$ cat src/rtl/core/ppmfg_pkg.sv
// shared types, constants and helpers for the ppm frame generator
// no dependencies; used by every module of the block
package ppmfg_pkg;

  localparam int MAX_CHANNELS_DEF = 16;

  localparam int FUNC_W     = 1;
  localparam int CHAN_W     = 5;
  localparam int VAL_W      = 12;
  localparam int FRAME_W    = 16;
  localparam int SUM_W      = 17;
  localparam int TICK_W     = 17;
  localparam int CNT_W      = 6;   // holds a channel count up to 32
  localparam int CFG_IDX_W  = 3;
  localparam int CFG_DATA_W = 16;
  localparam int IN_DATA_W  = 24;  // chan_index and chan_value padded to bytes
  localparam int OUT_DATA_W = 8;   // ppm_out and write_ok padded to a byte

  localparam logic [VAL_W-1:0]   CHAN_DEFAULT   = 12'd1500;
  localparam logic [TICK_W-1:0]  TICKS_AT_RESET = 17'd100;
  localparam logic [SUM_W-1:0]   SUM_MAX        = {SUM_W{1'b1}};

  localparam logic               ENABLE_RST       = 1'b0;
  localparam logic [CHAN_W-1:0]  NUM_CHANNELS_RST = 5'd8;
  localparam logic [VAL_W-1:0]   PULSE_LEN_RST    = 12'd300;
  localparam logic [FRAME_W-1:0] FRAME_LEN_RST    = 16'd22500;
  localparam logic               ACTIVE_LEVEL_RST = 1'b1;

  typedef enum logic [CFG_IDX_W-1:0] {
    REG_ENABLE       = 3'd0,
    REG_NUM_CHANNELS = 3'd1,
    REG_PULSE_LEN    = 3'd2,
    REG_FRAME_LEN    = 3'd3,
    REG_ACTIVE_LEVEL = 3'd4
  } cfg_reg_t;

  typedef enum logic [FUNC_W-1:0] {
    FUNC_TICK  = 1'b0,
    FUNC_WRITE = 1'b1
  } func_t;

  typedef struct packed {
    func_t              func;
    logic [CHAN_W-1:0]  chan_index;
    logic [VAL_W-1:0]   chan_value;
  } item_t;

  typedef struct packed {
    logic ppm_out;
    logic write_ok;
  } result_t;

  typedef struct packed {
    logic               enable;
    logic [CHAN_W-1:0]  num_channels;
    logic [VAL_W-1:0]   pulse_len_us;
    logic [FRAME_W-1:0] frame_len_us;
    logic               active_level;
  } cfg_t;

  // saturating add for the running frame sum
  function automatic logic [SUM_W-1:0] sat_add(input logic [SUM_W-1:0] a,
                                               input logic [SUM_W-1:0] b);
    logic [SUM_W:0] s;
    s = {1'b0, a} + {1'b0, b};
    return s[SUM_W] ? SUM_MAX : s[SUM_W-1:0];
  endfunction

endpackage

$ cat src/rtl/core/ppmfg_cfg_regs.sv
// configuration register file of the ppm frame generator
// depends on ppmfg_pkg
module ppmfg_cfg_regs (
  input  logic                             clk,
  input  logic                             rst_n,
  input  logic                             cfg_valid,
  output logic                             cfg_ready,
  input  logic [ppmfg_pkg::CFG_IDX_W-1:0]  cfg_index,
  input  logic [ppmfg_pkg::CFG_DATA_W-1:0] cfg_data,
  output ppmfg_pkg::cfg_t                  cfg
);

  ppmfg_pkg::cfg_t cfg_r, cfg_nxt;

  assign cfg_ready = 1'b1;
  assign cfg       = cfg_r;

  always_comb begin
    cfg_nxt = cfg_r;
    if (cfg_valid) begin
      case (ppmfg_pkg::cfg_reg_t'(cfg_index))
        ppmfg_pkg::REG_ENABLE:       cfg_nxt.enable       = cfg_data[0];
        ppmfg_pkg::REG_NUM_CHANNELS: cfg_nxt.num_channels = cfg_data[ppmfg_pkg::CHAN_W-1:0];
        ppmfg_pkg::REG_PULSE_LEN:    cfg_nxt.pulse_len_us = cfg_data[ppmfg_pkg::VAL_W-1:0];
        ppmfg_pkg::REG_FRAME_LEN:    cfg_nxt.frame_len_us = cfg_data[ppmfg_pkg::FRAME_W-1:0];
        ppmfg_pkg::REG_ACTIVE_LEVEL: cfg_nxt.active_level = cfg_data[0];
        default:                     cfg_nxt = cfg_r;  // unused indexes are ignored
      endcase
    end
  end

  always_ff @(posedge clk) begin
    if (!rst_n) begin
      cfg_r.enable       <= ppmfg_pkg::ENABLE_RST;
      cfg_r.num_channels <= ppmfg_pkg::NUM_CHANNELS_RST;
      cfg_r.pulse_len_us <= ppmfg_pkg::PULSE_LEN_RST;
      cfg_r.frame_len_us <= ppmfg_pkg::FRAME_LEN_RST;
      cfg_r.active_level <= ppmfg_pkg::ACTIVE_LEVEL_RST;
    end else begin
      cfg_r <= cfg_nxt;
    end
  end

endmodule

$ cat src/rtl/core/ppmfg_in_reg.sv
// input register stage: captures one item per transfer
// depends on ppmfg_pkg
module ppmfg_in_reg (
  input  logic                            clk,
  input  logic                            rst_n,
  input  logic                            in_tvalid,
  output logic                            in_tready,
  input  logic [ppmfg_pkg::IN_DATA_W-1:0] in_tdata,
  input  logic                            in_tuser,
  input  logic                            take,
  output logic                            item_valid,
  output ppmfg_pkg::item_t                item
);

  logic             valid_r, valid_nxt;
  ppmfg_pkg::item_t item_r;
  logic             in_fire;

  assign in_tready  = !valid_r || take;
  assign in_fire    = in_tvalid && in_tready;
  assign item_valid = valid_r;
  assign item       = item_r;

  always_comb begin
    valid_nxt = valid_r;
    if (in_fire) begin
      valid_nxt = 1'b1;
    end else if (take) begin
      valid_nxt = 1'b0;
    end
  end

  always_ff @(posedge clk) begin
    if (!rst_n) begin
      valid_r <= 1'b0;
    end else begin
      valid_r <= valid_nxt;
    end
  end

  always_ff @(posedge clk) begin
    if (in_fire) begin
      item_r.func       <= ppmfg_pkg::func_t'(in_tuser);
      item_r.chan_index <= in_tdata[ppmfg_pkg::CHAN_W-1:0];
      item_r.chan_value <= in_tdata[ppmfg_pkg::CHAN_W +: ppmfg_pkg::VAL_W];
    end
  end

endmodule

$ cat src/rtl/core/ppmfg_engine.sv
// frame timing state and channel store; applies one item when step is high
// depends on ppmfg_pkg
module ppmfg_engine #(
  parameter int MAX_CHANNELS = ppmfg_pkg::MAX_CHANNELS_DEF
) (
  input  logic               clk,
  input  logic               rst_n,
  input  logic               step,
  input  ppmfg_pkg::item_t   item,
  input  ppmfg_pkg::cfg_t    cfg,
  output ppmfg_pkg::result_t result
);

  localparam int IW = (MAX_CHANNELS > 1) ? $clog2(MAX_CHANNELS) : 1;
  localparam logic [ppmfg_pkg::CNT_W-1:0] MAX_CNT = ppmfg_pkg::CNT_W'(MAX_CHANNELS);

  logic [ppmfg_pkg::VAL_W-1:0]  store_r [MAX_CHANNELS];

  logic                         gap_r, gap_nxt;
  logic [ppmfg_pkg::CHAN_W-1:0] cur_r, cur_nxt;
  logic [ppmfg_pkg::SUM_W-1:0]  sum_r, sum_nxt;
  logic [ppmfg_pkg::TICK_W-1:0] ticks_r, ticks_nxt;
  logic                         pin_r, pin_nxt;

  logic [ppmfg_pkg::CNT_W-1:0]  chan_count;
  logic                         write_hit;
  logic                         tick;
  logic                         frame_end;
  logic [ppmfg_pkg::VAL_W-1:0]  rd_val;
  logic [ppmfg_pkg::VAL_W-1:0]  gap_diff;
  logic [ppmfg_pkg::SUM_W-1:0]  used;
  logic [ppmfg_pkg::SUM_W-1:0]  fill_diff;

  assign chan_count = ({1'b0, cfg.num_channels} > MAX_CNT) ? MAX_CNT
                                                           : {1'b0, cfg.num_channels};
  assign write_hit  = (item.func == ppmfg_pkg::FUNC_WRITE)
                   && ({1'b0, item.chan_index} < chan_count);
  assign tick       = (item.func == ppmfg_pkg::FUNC_TICK) && cfg.enable;
  assign frame_end  = {1'b0, cur_r} >= chan_count;
  assign rd_val     = store_r[cur_r[IW-1:0]];
  assign gap_diff   = rd_val - cfg.pulse_len_us;
  assign used       = ppmfg_pkg::sat_add(sum_r, ppmfg_pkg::SUM_W'(cfg.pulse_len_us));
  assign fill_diff  = ppmfg_pkg::SUM_W'(cfg.frame_len_us) - used;

  always_comb begin
    gap_nxt   = gap_r;
    cur_nxt   = cur_r;
    sum_nxt   = sum_r;
    ticks_nxt = ticks_r;
    pin_nxt   = pin_r;
    if (tick) begin
      if (ticks_r <= ppmfg_pkg::TICK_W'(1)) begin
        if (gap_r) begin
          // gap over: start a marker pulse
          pin_nxt   = cfg.active_level;
          ticks_nxt = {4'b0, cfg.pulse_len_us, 1'b0};
          gap_nxt   = 1'b0;
        end else begin
          pin_nxt = ~cfg.active_level;
          gap_nxt = 1'b1;
          if (frame_end) begin
            // fill gap up to the frame length
            cur_nxt   = '0;
            ticks_nxt = (ppmfg_pkg::SUM_W'(cfg.frame_len_us) > used)
                      ? {fill_diff[ppmfg_pkg::FRAME_W-1:0], 1'b0} : '0;
            sum_nxt   = '0;
          end else begin
            ticks_nxt = (rd_val > cfg.pulse_len_us) ? {4'b0, gap_diff, 1'b0} : '0;
            sum_nxt   = ppmfg_pkg::sat_add(sum_r, ppmfg_pkg::SUM_W'(rd_val));
            cur_nxt   = cur_r + 1'b1;
          end
        end
      end else begin
        ticks_nxt = ticks_r - 1'b1;
      end
    end
  end

  assign result.ppm_out  = pin_nxt;
  assign result.write_ok = write_hit;

  always_ff @(posedge clk) begin
    if (!rst_n) begin
      gap_r   <= 1'b0;
      cur_r   <= '0;
      sum_r   <= '0;
      ticks_r <= ppmfg_pkg::TICKS_AT_RESET;
      pin_r   <= ~ppmfg_pkg::ACTIVE_LEVEL_RST;
    end else if (step) begin
      gap_r   <= gap_nxt;
      cur_r   <= cur_nxt;
      sum_r   <= sum_nxt;
      ticks_r <= ticks_nxt;
      pin_r   <= pin_nxt;
    end
  end

  always_ff @(posedge clk) begin
    if (!rst_n) begin
      for (int i = 0; i < MAX_CHANNELS; i++) begin
        store_r[i] <= ppmfg_pkg::CHAN_DEFAULT;
      end
    end else if (step && write_hit) begin
      store_r[item.chan_index[IW-1:0]] <= item.chan_value;
    end
  end

endmodule

$ cat src/rtl/core/ppmfg_out_reg.sv
// result register on the master side, holds a result until its transfer
// depends on ppmfg_pkg
module ppmfg_out_reg (
  input  logic                             clk,
  input  logic                             rst_n,
  input  logic                             load,
  input  ppmfg_pkg::result_t               result,
  output logic                             can_take,
  output logic                             out_tvalid,
  input  logic                             out_tready,
  output logic [ppmfg_pkg::OUT_DATA_W-1:0] out_tdata
);

  logic               valid_r, valid_nxt;
  ppmfg_pkg::result_t result_r;

  assign can_take   = !valid_r || out_tready;
  assign out_tvalid = valid_r;
  assign out_tdata  = {6'b0, result_r.write_ok, result_r.ppm_out};

  always_comb begin
    valid_nxt = valid_r;
    if (load) begin
      valid_nxt = 1'b1;
    end else if (out_tready) begin
      valid_nxt = 1'b0;
    end
  end

  always_ff @(posedge clk) begin
    if (!rst_n) begin
      valid_r <= 1'b0;
    end else begin
      valid_r <= valid_nxt;
    end
  end

  always_ff @(posedge clk) begin
    if (load) begin
      result_r <= result;
    end
  end

endmodule

$ cat src/rtl/core/ppm_frame_generator.sv
// top level of the ppm frame generator: input stage, engine, result stage, config
// depends on ppmfg_pkg, ppmfg_cfg_regs, ppmfg_in_reg, ppmfg_engine, ppmfg_out_reg
//
//   channel | direction | handshake           | payload
//   --------+-----------+---------------------+------------------------------------
//   in_     | slave     | in_tvalid/in_tready | tuser: func; tdata: index, value
//   out_    | master    | out_tvalid/tready   | tdata: ppm_out, write_ok
//   cfg_    | slave     | cfg_valid/cfg_ready | cfg_index, cfg_data
//
// one item per cycle while out_tready is high; an item reaches out_ through
// the input register, then the engine's next-state logic feeding the result register
// the engine updates its state in the same cycle an item moves into the result register
// reset is synchronous, rst_n low; the channel store comes out of reset at 1500 us
// out_tready low stalls the result register and, through it, the input register
// cfg_ready is always high; the user must write registers with the block idle; unenforced
module ppm_frame_generator #(
  parameter int MAX_CHANNELS = ppmfg_pkg::MAX_CHANNELS_DEF
) (
  input  logic                             clk,
  input  logic                             rst_n,
  // input items
  input  logic                             in_tvalid,
  output logic                             in_tready,
  input  logic [ppmfg_pkg::IN_DATA_W-1:0]  in_tdata,   // [4:0] chan_index, [16:5] chan_value
  input  logic                             in_tuser,   // [0] func
  // result items
  output logic                             out_tvalid,
  input  logic                             out_tready,
  output logic [ppmfg_pkg::OUT_DATA_W-1:0] out_tdata,  // [0] ppm_out, [1] write_ok
  // configuration writes
  input  logic                             cfg_valid,
  output logic                             cfg_ready,
  input  logic [ppmfg_pkg::CFG_IDX_W-1:0]  cfg_index,
  input  logic [ppmfg_pkg::CFG_DATA_W-1:0] cfg_data
);

  ppmfg_pkg::cfg_t    cfg;
  ppmfg_pkg::item_t   item;
  ppmfg_pkg::result_t result;
  logic               item_valid;
  logic               can_take;
  logic               advance;

  // an item in the input register moves on whenever the result register frees up
  assign advance = item_valid && can_take;

  ppmfg_cfg_regs u_cfg (
    .clk       (clk),
    .rst_n     (rst_n),
    .cfg_valid (cfg_valid),
    .cfg_ready (cfg_ready),
    .cfg_index (cfg_index),
    .cfg_data  (cfg_data),
    .cfg       (cfg)
  );

  ppmfg_in_reg u_in (
    .clk        (clk),
    .rst_n      (rst_n),
    .in_tvalid  (in_tvalid),
    .in_tready  (in_tready),
    .in_tdata   (in_tdata),
    .in_tuser   (in_tuser),
    .take       (advance),
    .item_valid (item_valid),
    .item       (item)
  );

  // state advances only when the item's result is captured
  ppmfg_engine #(
    .MAX_CHANNELS (MAX_CHANNELS)
  ) u_engine (
    .clk    (clk),
    .rst_n  (rst_n),
    .step   (advance),
    .item   (item),
    .cfg    (cfg),
    .result (result)
  );

  ppmfg_out_reg u_out (
    .clk        (clk),
    .rst_n      (rst_n),
    .load       (advance),
    .result     (result),
    .can_take   (can_take),
    .out_tvalid (out_tvalid),
    .out_tready (out_tready),
    .out_tdata  (out_tdata)
  );

endmodule

$ cat config.mk
export PLATFORM = sky130hd
export DESIGN_NAME = ppm_frame_generator
export DESIGN_NICKNAME = d
export VERILOG_FILES = /design/src/rtl/core/ppmfg_pkg.sv /design/src/rtl/core/ppmfg_cfg_regs.sv /design/src/rtl/core/ppmfg_in_reg.sv /design/src/rtl/core/ppmfg_engine.sv /design/src/rtl/core/ppmfg_out_reg.sv /design/src/rtl/core/ppm_frame_generator.sv
export SDC_FILE = /design/constraint.sdc
export NUM_CORES = 1
export LEC_CHECK = 0
export ABC_CLOCK_PERIOD_IN_PS = 7700
export BUFFER_PORTS_ARGS = -buffer_cell sky130_fd_sc_hd__buf_2
export CAP_MARGIN = 20
export CELL_PAD_IN_SITES_DETAIL_PLACEMENT = 2
export CELL_PAD_IN_SITES_GLOBAL_PLACEMENT = 2
export CORE_ASPECT_RATIO = 0.6
export CORE_UTILIZATION = 25
export CTS_BUF_LIST = sky130_fd_sc_hd__clkbuf_4 sky130_fd_sc_hd__clkbuf_8
export DETAILED_ROUTE_END_ITERATION = 8
export PLACE_DENSITY_LB_ADDON = 0.1
export SKIP_LAST_GASP = 1
export SYNTH_ARGS = -nofsm -noshare
export SYNTH_HDL_FRONTEND = slang
export SYNTH_SLANG_ARGS = --single-unit
export TNS_END_PERCENT = 100
$ cat constraint.sdc
create_clock -name clk -period 7.7 [get_ports clk]
set_clock_uncertainty 0.1 [all_clocks]
set_input_delay 1.54 -clock clk [delete_from_list [all_inputs] [get_ports clk]]
set_output_delay 1.54 -clock clk [all_outputs]
set_load 0.01 [all_outputs]
==> impl_metrics.py <==
metrics = {
    "floorplan": {
        "die_y_um": 197.9,
        "core_area_um2": 62980,
        "ios": 60,
        "dieArea_um2": 65030,
        "core.rowCount": 71,
        "dieWidth_um": 328.6,
        "initial_core_util": 0.2540,
    },
    "grt": {
        "antenna_found_initial": 7,
        "grt.total_usage": 0.1852,
        "grt_max_degree": 46,
        "grt_pass1_vias": 12250,
        "grt_overflow": 0,
        "grt_pass1_wl_mm": 86.72,
    },
    "run_status": {
        "outcome": "complete, no violations",
    },
    "cts": {
        "clkTransAtPathRegs_ps": 70,
        "tritoncts": "done",
        "cts_buffers": 51,
        "clk_latency_ps": 700,
        "cts_num_sinks": 294,
        "cts_resized": 0,
        "ctsHoldBuffers": 0,
        "cts_buffer_depth": 3,
        "htree_levels": 2,
        "cts_root_buffer": "clkbuf_8",
        "cts_setup_buffers": 0,
    },
    "critical_path": {
        "crit_fanout": 15,
        "arrival_ps": 5970,
        "critPathLaunchType": "flop",
        "path_class": "reg2reg",
        "required_ps": 8120,
        "end_kind": "flop",
        "worst-r2r-cell-count": 18,
    },
    "timing": {
        "relSlewSlack": 0.2922,
        "rsz0062_at_grt": "false",
        "max_freq_mhz": 180.0,
        "postLayoutSetupSlackWorst_ps": 2144,
        "finalHoldViolCount": 0,
        "fin_crit_sh": 0.7216,
        "setup_viol": 0,
        "slew_violations": 0,
        "period_minus_slack_ps": 5556,
        "final.setup.tns_ps": 0,
        "worst_pin_slew_ps": 1062,
    },
    "logic_synthesis": {
        "synth_area_um2": 16000,
        "seq_area_frac_synth": 0.5006,
        "yosys_warnings": 0,
        "ys_ff_latch": 294,
        "yosysUniqueCellTypes": 69,
        "async_flop_share": 0,
        "synth_cells": 1403,
        "synth_edf_count": 212,
        "synth_top_flop_cell": "edfxtp_1",
        "syn_area_per_cell_um2": 11.40,
    },
    "power": {
        "powerDensity_nw_per_um2": 195.1,
        "peakVddDrop_uv": 108.6,
        "power.leakage_nw": 5.980,
        "power_mw": 3.550,
    },
    "min_path": {
        "holdPathStages": 2,
        "hold_path.class": "reg2reg",
    },
    "placement": {
        "post-place-ws_ps": 2239,
        "globalplace.congestion": 0.7704,
        "dp_hpwl_mm": 43.49,
        "io_buffer_count": 45,
        "dp_cells": 2238,
    },
    "routing": {
        "post-route-drc-count": 0,
        "ant_nets": 0,
        "wl_per_cell_um": 25.41,
        "via_count": 11630,
        "drt_first_pass_iters": 4,
        "routed_wl_mm": 59.38,
        "drt-vias-per-instance": 4.976,
        "drt-initial-drc-count": 754,
    },
    "layout": {
        "fin_cells": 2337,
        "post-route-util": 0.2889,
        "num-fill-cells": 6761,
        "synthToLayoutAreaGrowth_pct": 13.75,
        "layout-drive-gt1-share": 0.1670,
        "final_net_count": 1570,
    },
    "run": {
        "cap_violations": 0,
    },
}
[synthesized netlist by cell type, types with 5 or more instances]
master    instances  share of area
edfxtp_1        212           0.40
nand2_1         115          0.027
or3_1            91          0.036
dfxtp_1          82           0.10
and2_1           66          0.026
clkbuf_1         64          0.015
ha_1             64          0.050
mux4_2           60          0.084
o21ai_0          59          0.018
nor2_1           58          0.014
a21oi_1          55          0.017
inv_1            44          0.010
nand2b_1         42          0.016
xnor2_1          35          0.019
nand3_1          31         0.0097
and3_1           29          0.011
nor3_1           22         0.0069
nor2b_1          20         0.0078
a21boi_0         18         0.0084
a21o_1           18         0.0084
xor2_1           16         0.0088
nand4_1          14         0.0055
o211ai_1         14         0.0066
a31oi_1          11         0.0043
buf_6            11         0.0077
a221o_1          10         0.0063
buf_4            10         0.0047
o21a_1            9         0.0042
mux2i_1           8         0.0050
a221oi_1          7         0.0038
nor4_1            7         0.0027
buf_1             6         0.0014
o31ai_1           6         0.0028
a211oi_1          5         0.0023
and4_1            5         0.0027
buf_2             5         0.0016
[cell usage in the layout (no fill, tap or decap), drive strengths merged, types with 16 or more instances in the layout]
| cell type | count |
|---|---|
| edfxtp | 212 |
| nand2 | 115 |
| or3 | 91 |
| buf | 88 |
| dfxtp | 82 |
| and2 | 67 |
| clkbuf | 65 |
| ha | 64 |
| o21ai | 62 |
| nor2 | 61 |
| mux4 | 60 |
| a21oi | 56 |
| inv | 46 |
| nand2b | 42 |
| xnor2 | 35 |
| nand3 | 31 |
| and3 | 29 |
| nor3 | 28 |
| nor2b | 20 |
| a21boi | 19 |
| a21o | 18 |
| clkinv | 17 |
| xor2 | 16 |
[stage by stage]
stage,instance area (µm²),hold slack (ps)
final,18200,375.7
after floorplan,16010,342.0
after global placement,17110,360.7
after detailed placement,17120,370.1
after CTS,18170,383.1
after global routing,18180,409.7
[worst paths after layout]
check | startpoint | endpoint | slack, ps
setup / recovery | u_cfg.cfg[17] | u_engine.ticks_r[2] | 2140
hold / removal | u_cfg.cfg[32] | u_cfg.cfg[32] | 380
setup reg to reg | u_cfg.cfg[17] | u_engine.ticks_r[2] | 2140
hold reg to reg | u_cfg.cfg[32] | u_cfg.cfg[32] | 380
[state kept, by name, indices dropped and copies added (netlist names), named ones only]
name and cells:
u_in.item_valid 1, u_out.out_tdata 2, u_engine.pin_r 1, u_engine.store_r 192
u_engine.cur_r 5, u_engine.ticks_r 17, u_engine.sum_r 17, u_engine.gap_r 1
u_out.out_tvalid 1, u_in.item 18, u_cfg.cfg 35
[logic make-up after synthesis]
group	after synthesis	share of synthesized area
compound gates	249	0.1027
xor+xnor	51	0.02793
buf+inv	140	0.04075
mux	69	0.09019
other cells	2	0.0004695
simple gates	530	0.1823
fa+ha+maj	68	0.05507
flops	294	0.5006
[report_power, final]
part	internal (mW)	leakage, nW	switching [mW]
combinational	0.0675	2.99	0.145
clock	0.830	0.539	0.750
sequential	1.72	2.45	0.0383
[worst max-delay path, stage by stage, from the launching register on]
cell and delay [ps]:
dfxtp_1 650, ha_1 290, a211oi_1 120, o21ai_1 300
a41oi_1 240, o21ai_1 340, and2_1 570, nand2b_1 240
inv_1 60, ha_1 280, nor2b_1 150, o2111ai_1 280
a21oi_1 110, o22ai_1 470, o311a_1 260, nor3_2 50
buf_4 230, a221oi_1 430, o311ai_0 170
[final cells by class]
type / count / area, µm² / share of cell area
well taps: 839 / 1050 / 0.05769
inverters: 44 / 165.2 / 0.009077
flip-flops and latches: 294 / 8013 / 0.4404
repair buffers: 88 / 545.5 / 0.02998
multi-input cells: 974 / 7355 / 0.4042
diodes: 7 / 17.52 / 0.0009627
clock inverters: 26 / 236.5 / 0.01300
clock buffers: 65 / 813.3 / 0.04470
[layer usage]
layer	global-route usage	routed length [µm]
met1	0.3094	33980
met2	0.2370	22100
met3	0.02905	2291
met4	0.04289	1004
met5	0	0
(Power assumes the default switching activity.)
